[src/hw/rtl/assert_macros.svh]
// Assertion helpers shared by the RTL; compiled out when SYNTH is defined.
`ifndef ASSERT_MACROS_SVH
`define ASSERT_MACROS_SVH

`ifndef SYNTH
// Same-cycle implication, disabled during reset.
`define ASSERT_IMPLIES(lbl, clk, rst, a, b) \
  lbl: assert property (@(posedge clk) disable iff (rst) (a) |-> (b)) \
    else $error("assertion failed: same-cycle implication");
// Next-cycle implication, disabled during reset.
`define ASSERT_NEXT(lbl, clk, rst, a, b) \
  lbl: assert property (@(posedge clk) disable iff (rst) (a) |=> (b)) \
    else $error("assertion failed: next-cycle implication");
`else
`define ASSERT_IMPLIES(lbl, clk, rst, a, b)
`define ASSERT_NEXT(lbl, clk, rst, a, b)
`endif

`endif

[src/hw/rtl/i2cm_pkg.sv]
`default_nettype none
package i2cm_pkg;

  typedef enum logic [1:0] {
    CMD_START = 2'd0,
    CMD_STOP  = 2'd1,
    CMD_WRITE = 2'd2,
    CMD_READ  = 2'd3
  } cmd_e_t;

  // Bit index of the ack slot in a byte transfer.
  localparam logic [3:0] ACK_BIT = 4'd8;
  // Sub-phases of one bit (SCL low, high, low).
  localparam logic [1:0] SUB_LOW0 = 2'd0;
  localparam logic [1:0] SUB_HIGH = 2'd1;
  localparam logic [1:0] SUB_LOW1 = 2'd2;

  typedef struct packed {
    logic       cmd_valid;
    cmd_e_t     mode;
    logic [7:0] tx_byte;
    logic       ack_out;
    logic       sda_in;
  } item_t;

  typedef struct packed {
    logic  valid;
    item_t item;
  } q_head_t;

  typedef struct packed {
    logic       scl;
    logic       sda;
    logic       busy_res;
    logic       done_res;
    logic [7:0] rx_byte;
    logic       ack_seen;
  } result_t;

  typedef struct packed {
    logic fire;
    logic last;
    logic running;
  } eng_status_t;

endpackage
`default_nettype wire

[src/hw/rtl/i2c_master_bit_engine_unit.sv]
`default_nettype none
// Each accepted word is parked in the input queue and then registered as its result word.
// Throughput: one input word and one result word per cycle, sustained while neither side stalls.
// The input queue holds two words; the result register frees as it is taken.
// Reset (rst, synchronous, active high) empties the queue, drops m_tvalid and
// returns the engine to idle with SCL and SDA released high and ack_seen at 1.
`include "assert_macros.svh"
module i2c_master_bit_engine_unit import i2cm_pkg::*; (
  input  wire logic        clk,
  input  wire logic        rst,
  input  wire logic        s_tvalid,
  output logic             s_tready,
  input  wire logic [15:0] s_tdata,  // tx_byte[7:0], ack_out[8], sda_in[9], zero [15:10]
  input  wire logic [2:0]  s_tuser,  // cmd_valid[0], mode[2:1]
  output logic             m_tvalid,
  input  wire logic        m_tready,
  output logic [15:0]      m_tdata,  // scl[0], sda[1], busy_res[2], rx_byte[10:3],
                                     // ack_seen[11], zero [15:12]
  output logic             m_tlast   // done_res: last phase tick of a command
);

  // Front: accept each tick word, classify it and park it in a two-entry queue.
  // Back: the bit engine consumes one tick word per cycle whenever its result
  // register is empty or being drained, so either side may stall on its own.

  q_head_t     head;
  logic        pop;
  result_t     res;
  eng_status_t status;

  i2cm_queue u_queue (
    .clk      (clk),
    .rst      (rst),
    .s_tvalid (s_tvalid),
    .s_tready (s_tready),
    .s_tdata  (s_tdata),
    .s_tuser  (s_tuser),
    .pop      (pop),
    .head     (head)
  );

  i2cm_engine u_engine (
    .clk      (clk),
    .rst      (rst),
    .head     (head),
    .pop      (pop),
    .m_tvalid (m_tvalid),
    .m_tready (m_tready),
    .res      (res),
    .status   (status)
  );

  // Pack the result word, lowest field first; done travels as tlast.
  assign m_tdata = {4'b0000, res.ack_seen, res.rx_byte, res.busy_res, res.sda, res.scl};
  assign m_tlast = res.done_res;

  // Never pop an empty queue.
  `ASSERT_IMPLIES(a_no_pop_empty, clk, rst, pop, head.valid)
  // A finished command leaves the engine idle.
  `ASSERT_NEXT(a_idle_after_last, clk, rst, status.fire && status.last, !status.running)
  // A done word is always part of a busy sequence.
  `ASSERT_IMPLIES(a_done_busy, clk, rst, m_tvalid && m_tlast, m_tdata[2])

endmodule
`default_nettype wire

[src/hw/rtl/i2cm_queue.sv]
`default_nettype none
module i2cm_queue import i2cm_pkg::*; (
  input  wire logic       clk,
  input  wire logic       rst,
  input  wire logic       s_tvalid,
  output logic            s_tready,
  input  wire logic [15:0] s_tdata,  // tx_byte[7:0], ack_out[8], sda_in[9], zero pad
  input  wire logic [2:0] s_tuser,   // cmd_valid[0], mode[2:1]
  input  wire logic       pop,
  output q_head_t         head
);

  item_t      mem [2];
  logic       wr_ptr;
  logic       rd_ptr;
  logic [1:0] count;
  logic       push;
  item_t      in_item;

  // Classify the incoming word into a command item.
  always_comb begin
    in_item.cmd_valid = s_tuser[0];
    in_item.mode      = cmd_e_t'(s_tuser[2:1]);
    in_item.tx_byte   = s_tdata[7:0];
    in_item.ack_out   = s_tdata[8];
    in_item.sda_in    = s_tdata[9];
  end

  assign s_tready = (count != 2'd2);
  assign push     = s_tvalid && s_tready;

  always_ff @(posedge clk) begin
    if (push) begin
      mem[wr_ptr] <= in_item;
    end
  end

  always_ff @(posedge clk) begin
    if (rst) begin
      wr_ptr <= 1'b0;
      rd_ptr <= 1'b0;
      count  <= 2'd0;
    end else begin
      if (push) begin
        wr_ptr <= ~wr_ptr;
      end
      if (pop) begin
        rd_ptr <= ~rd_ptr;
      end
      case ({push, pop})
        2'b10:   count <= count + 2'd1;
        2'b01:   count <= count - 2'd1;
        default: count <= count;
      endcase
    end
  end

  assign head.valid = (count != 2'd0);
  assign head.item  = mem[rd_ptr];

endmodule
`default_nettype wire

[src/hw/rtl/i2cm_engine.sv]
`default_nettype none
module i2cm_engine import i2cm_pkg::*; (
  input  wire logic  clk,
  input  wire logic  rst,
  input  q_head_t    head,
  output logic       pop,
  output logic       m_tvalid,
  input  wire logic  m_tready,
  output result_t    res,
  output eng_status_t status
);

  cmd_e_t     cmd;
  logic [3:0] bit_idx;
  logic [1:0] sub;
  logic [7:0] shift_reg;
  logic       ack_request;
  logic       running;
  logic       ack_latch;
  logic       scl_q;
  logic       sda_q;
  logic [7:0] rx_hold;

  cmd_e_t     cmd_next;
  logic [3:0] bit_next;
  logic [1:0] sub_next;
  logic [7:0] shift_next;
  logic       ack_request_next;
  logic       running_next;
  logic       ack_latch_next;
  logic       scl_next;
  logic       sda_next;
  logic [7:0] rx_hold_next;
  logic       last;
  logic       fire;
  logic       start;
  logic       writing;
  logic [7:0] shift_eff;
  logic [3:0] bit_eff;
  logic [1:0] sub_eff;

  assign fire = head.valid && (!m_tvalid || m_tready);
  assign pop  = fire;

  always_comb begin
    start            = !running && head.item.cmd_valid;
    cmd_next         = start ? head.item.mode : cmd;
    bit_eff          = start ? 4'd0 : bit_idx;
    sub_eff          = start ? SUB_LOW0 : sub;
    shift_eff        = shift_reg;
    ack_request_next = ack_request;
    if (start && head.item.mode == CMD_WRITE) begin
      shift_eff = head.item.tx_byte;
    end else if (start && head.item.mode == CMD_READ) begin
      shift_eff        = 8'd0;
      ack_request_next = head.item.ack_out;
    end
    running_next   = running || start;
    writing        = (cmd_next == CMD_WRITE);
    shift_next     = shift_eff;
    ack_latch_next = ack_latch;
    rx_hold_next   = rx_hold;
    scl_next       = scl_q;
    sda_next       = sda_q;
    last           = 1'b0;
    bit_next       = bit_eff;
    sub_next       = sub_eff;

    if (running_next) begin
      case (cmd_next)
        CMD_START: begin
          scl_next = (sub_eff != SUB_LOW1);
          sda_next = (sub_eff == SUB_LOW0);
          last     = (sub_eff == SUB_LOW1);
        end
        CMD_STOP: begin
          scl_next = (sub_eff != SUB_LOW0);
          sda_next = (sub_eff == SUB_LOW1);
          last     = (sub_eff == SUB_LOW1);
        end
        CMD_WRITE, CMD_READ: begin
          scl_next = (sub_eff == SUB_HIGH);
          last     = (bit_eff == ACK_BIT) && (sub_eff == SUB_LOW1);
          if (bit_eff != ACK_BIT) begin
            sda_next = writing ? shift_eff[7] : 1'b1;
            if (sub_eff == SUB_LOW1) begin
              shift_next = writing ? {shift_eff[6:0], 1'b0}
                                   : {shift_eff[6:0], head.item.sda_in};
            end
          end else begin
            sda_next = writing ? 1'b1 : ~ack_request_next;
            if (sub_eff == SUB_LOW1) begin
              if (writing) begin
                ack_latch_next = head.item.sda_in;
              end else begin
                rx_hold_next = shift_eff;
              end
            end
          end
        end
        default: begin
          last = 1'b1;
        end
      endcase
      // Advance the phase; drop back to idle after the last one.
      if (last) begin
        running_next = 1'b0;
        bit_next     = 4'd0;
        sub_next     = SUB_LOW0;
      end else if (sub_eff == SUB_LOW1) begin
        sub_next = SUB_LOW0;
        bit_next = bit_eff + 4'd1;
      end else begin
        sub_next = sub_eff + 2'd1;
      end
    end
  end

  always_ff @(posedge clk) begin
    if (rst) begin
      cmd         <= CMD_START;
      bit_idx     <= 4'd0;
      sub         <= SUB_LOW0;
      shift_reg   <= 8'd0;
      ack_request <= 1'b0;
      running     <= 1'b0;
      ack_latch   <= 1'b1;
      scl_q       <= 1'b1;
      sda_q       <= 1'b1;
      rx_hold     <= 8'd0;
      m_tvalid    <= 1'b0;
    end else begin
      if (fire) begin
        cmd         <= cmd_next;
        bit_idx     <= bit_next;
        sub         <= sub_next;
        shift_reg   <= shift_next;
        ack_request <= ack_request_next;
        running     <= running_next;
        ack_latch   <= ack_latch_next;
        scl_q       <= scl_next;
        sda_q       <= sda_next;
        rx_hold     <= rx_hold_next;
        m_tvalid    <= 1'b1;
      end else if (m_tready) begin
        m_tvalid <= 1'b0;
      end
    end
  end

  always_ff @(posedge clk) begin
    if (fire) begin
      res.scl      <= scl_next;
      res.sda      <= sda_next;
      res.busy_res <= running || start;
      res.done_res <= (running || start) && last;
      res.rx_byte  <= rx_hold_next;
      res.ack_seen <= ack_latch_next;
    end
  end

  assign status.fire    = fire;
  assign status.last    = last && (running || start);
  assign status.running = running;

endmodule
`default_nettype wire

[config.mk]
export PLATFORM = sky130hd
export DESIGN_NAME = i2c_master_bit_engine_unit
export DESIGN_NICKNAME = d
export VERILOG_FILES = /design/src/hw/rtl/i2cm_pkg.sv /design/src/hw/rtl/i2c_master_bit_engine_unit.sv /design/src/hw/rtl/i2cm_queue.sv /design/src/hw/rtl/i2cm_engine.sv
export VERILOG_INCLUDE_DIRS = /design/src /design/src/hw/rtl
export SDC_FILE = /design/constraint.sdc
export NUM_CORES = 1
export LEC_CHECK = 0
export BUFFER_PORTS_ARGS = -buffer_cell sky130_fd_sc_hd__buf_2
export CORE_MARGIN = 3
export CORE_UTILIZATION = 50
export DETAILED_ROUTE_END_ITERATION = 10
export PLACE_DENSITY = 0.7
export SYNTH_ARGS = -nofsm -noshare
export SYNTH_HDL_FRONTEND = slang
export SYNTH_SLANG_ARGS = --single-unit
[constraint.sdc]
create_clock -name clk -period 6.83 [get_ports clk]
set_input_delay 1.366 -clock clk [delete_from_list [all_inputs] [get_ports clk]]
set_output_delay 1.366 -clock clk [all_outputs]
set_load 0.05 [all_outputs]
==> results.toml <==
[run_status]
status = "finished clean"

[timing]
final.min_clock_period_ps = 3690
grt_setup_unrepaired = "false"
hold_ws_ps = 484
setup_violations = 0
worst_clock_skew_ps = 6.12
setup_slack_ps = 3140
max_slew_margin_pct = 26.3
fmax_mhz = 271
tightest_slew_ps = 1100
slew_violations = 0
period_share_pct = 54.0
hold_viol = 0
fin_setup_tns_ps = 0

[critical_path]
worstPathRequired_ps = 6930
ff2ff_path_depth = 9
r2r_end = "u_engine.res[7]"
path_cells = "mux2_4 -> nand2_1 -> and2_1 -> inv_1 -> ha_1 -> nand3b_1 -> a21o_4 -> a211oi_2 -> mux2_2"
slowest_stage = "dfxtp_1"
reg2reg_slack_ps = 3140
path_class = "register to register"
cp_slowest_stage_delay_ps = 880
crit_end = "u_engine.res[7]"
crit_path_end_kind = "register"
crit_path_start_kind = "register"
arrival_ps = 3790
cp_max_fo = 16

[placement]
dp_slack_ps = 3160
dp_cells = 396
io_buffers = 31
dp_hpwl_um = 4370
gp_congestion = 0.828

[power_and_ir_drop]
combPwrFrac_pct = 36.6
p_seq_share_pct = 42.1
p_switching_mw = 0.615
powerDensity_mw_per_mm2 = 406
sw_frac_of_total_pct = 40.3
irDropWorstVdd_mv = 0.273
power_frac_clock_pct = 21.3
p_leak_nw = 1.29
p_int_mw = 0.909
power_mw = 1.52

[logic_synthesis]
synth_cells = 304
netlist_area_mm2 = 0.00341
yosysSeqAreaShare_pct = 55.0
synth_seq_cells = 74
async_flop_share_pct = 0
synth_edf_count = 39
ys.flop_type = "edfxtp_1"
ys_types = 54
yosysWarnings = 0
synth_area_per_cell_um2 = 11.2

[run]
cap_violations = 0

[floorplanning]
num_io_pins = 42
dieArea_mm2 = 0.00784
die_y_um = 88.5
rows = 29
core_area_mm2 = 0.00646
die_x_um = 88.5
initial_core_util_pct = 52.7

[grt]
grt_first_pass_wirelength_um = 11300
first_global_vias = 2302
grt_overflow = 0
grt_usage_pct = 19.1
grt_max_degree = 29
antenna_found_initial = 0

[clock_tree]
clkTransAtPathRegs_ps = 70
numClockSinks = 74
htree_levels = 3
ctsHoldBuffers = 0
cts_buffer_depth = 2
cts_tree = "yes"
post_cts_buffers = 0
cts_root_buf = "clkbuf_8"
clkLatencyLatePin_ps = 350
cts.repair.resized = 0
numCtsBuffers = 9

[drt]
wl_per_cell_um = 16.0
drt_iter0_markers = 168
drc = 0
firstDrtPassIters = 4
ant_nets = 0
via_per_inst = 5.82
routed-via-count = 2398
routed_wl_um = 6570

[cells_and_area]
reg_top3 = "u_queue.mem: 26 flops, u_engine.res: 13 flops"
largest-register = "u_queue.mem"
largest_register_ffs = 26
most-common-layout-cells = "nor2_1, edfxtp_1, dfxtp_1"
antenna_cells = 0
layout.nets = 356
layout-drive-gt1-share_pct = 20.6
area_delta_synth_final_pct = 10.1
instances_no_fill = 412

[min_path]
hp-class = "register to register"
-- power by group through the flow --
stage / Clock, mW / Combinational [mW] / Sequential, mW
2_1_floorplan: 0 / 0.362 / 0.723
4_1_cts: 0.334 / 0.559 / 0.642
3_5_place_dp: 0 / 0.557 / 0.652
6_report: 0.325 / 0.557 / 0.641
5_1_grt: 0.357 / 0.612 / 0.652
3_3_place_gp: 0 / 0.548 / 0.648
-- stage by stage --
step / area, µm² / util, %
after floorplan: 3420 / -
after global placement: 3560 / 55.2
after detailed placement: 3560 / 55.2
after CTS: 3750 / 58.1
after global routing: 3750 / 58.1
final: 3750 / 58.1
-- layout make-up --
cell class	count	area, µm²
Clock buffer	11	131
Clock inverter	5	55.1
Fill cell	546	2710
Inverter	9	33.8
Multi-Input combinational cell	204	1400
Sequential cell	74	1870
Tap cell	77	96.3
Timing Repair Buffer	32	163
-- worst min path at each step --
| stage | to | depth (start not counted) | start |
|---|---|---|---|
| 5_1_grt | u_engine.ack_latch | 2 | u_engine.ack_latch |
| 6_report | u_engine.ack_latch | 2 | u_engine.ack_latch |
| 3_5_place_dp | u_engine.ack_latch | 2 | u_engine.ack_latch |
| 4_1_cts | u_engine.ack_latch | 2 | u_engine.ack_latch |
| 3_3_place_gp | u_engine.ack_latch | 2 | u_engine.ack_latch |
| 2_1_floorplan | u_engine.ack_latch | 2 | u_engine.ack_latch |
-- synth_stat cells (3+ instances only) --
cell / n / area [µm²]
a31oi_1: 4 / 25.0
nand3b_1: 7 / 52.6
o21ai_0: 11 / 55.1
dfxtp_1: 35 / 701
edfxtp_1: 39 / 1170
ha_1: 3 / 37.5
o311ai_0: 5 / 43.8
nand3_1: 11 / 55.1
mux2i_1: 17 / 170
mux2_2: 9 / 101
inv_1: 8 / 30.0
nand2_1: 14 / 52.6
o21ai_1: 3 / 15.0
a211oi_2: 7 / 87.6
buf_4: 4 / 30.0
a21oi_1: 20 / 100
buf_2: 5 / 25.0
o211ai_1: 5 / 37.5
nor2_1: 39 / 146
clkbuf_1: 8 / 30.0
nor3_1: 4 / 20.0
xor2_1: 3 / 26.3
-- critical path: cells and delay by family, from the launching register on --
family | cells | cell delay [ps]
AOI/OAI and AO/OA | 2 | 970
adders and majority gates | 1 | 140
buffers and inverters | 1 | 60
DFF | 1 | 880
muxes | 2 | 750
and+or+nand+nor | 3 | 650
-- logic make-up (layout without fill, tap and decap cells) --
logic type,after synthesis,in the layout,share of synthesized area [%]
buffers and inverters,29,57,4.26
AO/OA/AOI/OAI,74,74,16.3
multiplexers,29,29,9.40
XOR/XNOR,5,5,1.29
adder cells (fa/ha/maj),3,3,1.10
AND/OR/NAND/NOR,89,89,12.5
flip-flops,74,74,55.0
other,1,4,0.110
-- metal layers --
metal / vias up / GRT usage (%) / part of all wire (%)
met5: - / 0 / 0
met2: 59 / 30.9 / 50
li1: 1185 / - / -
met4: 0 / 9.48 / 2.0
met3: 11 / 5.03 / 4.3
met1: 1143 / 23.5 / 44
Note: power is estimated with default switching activity, not from simulation.
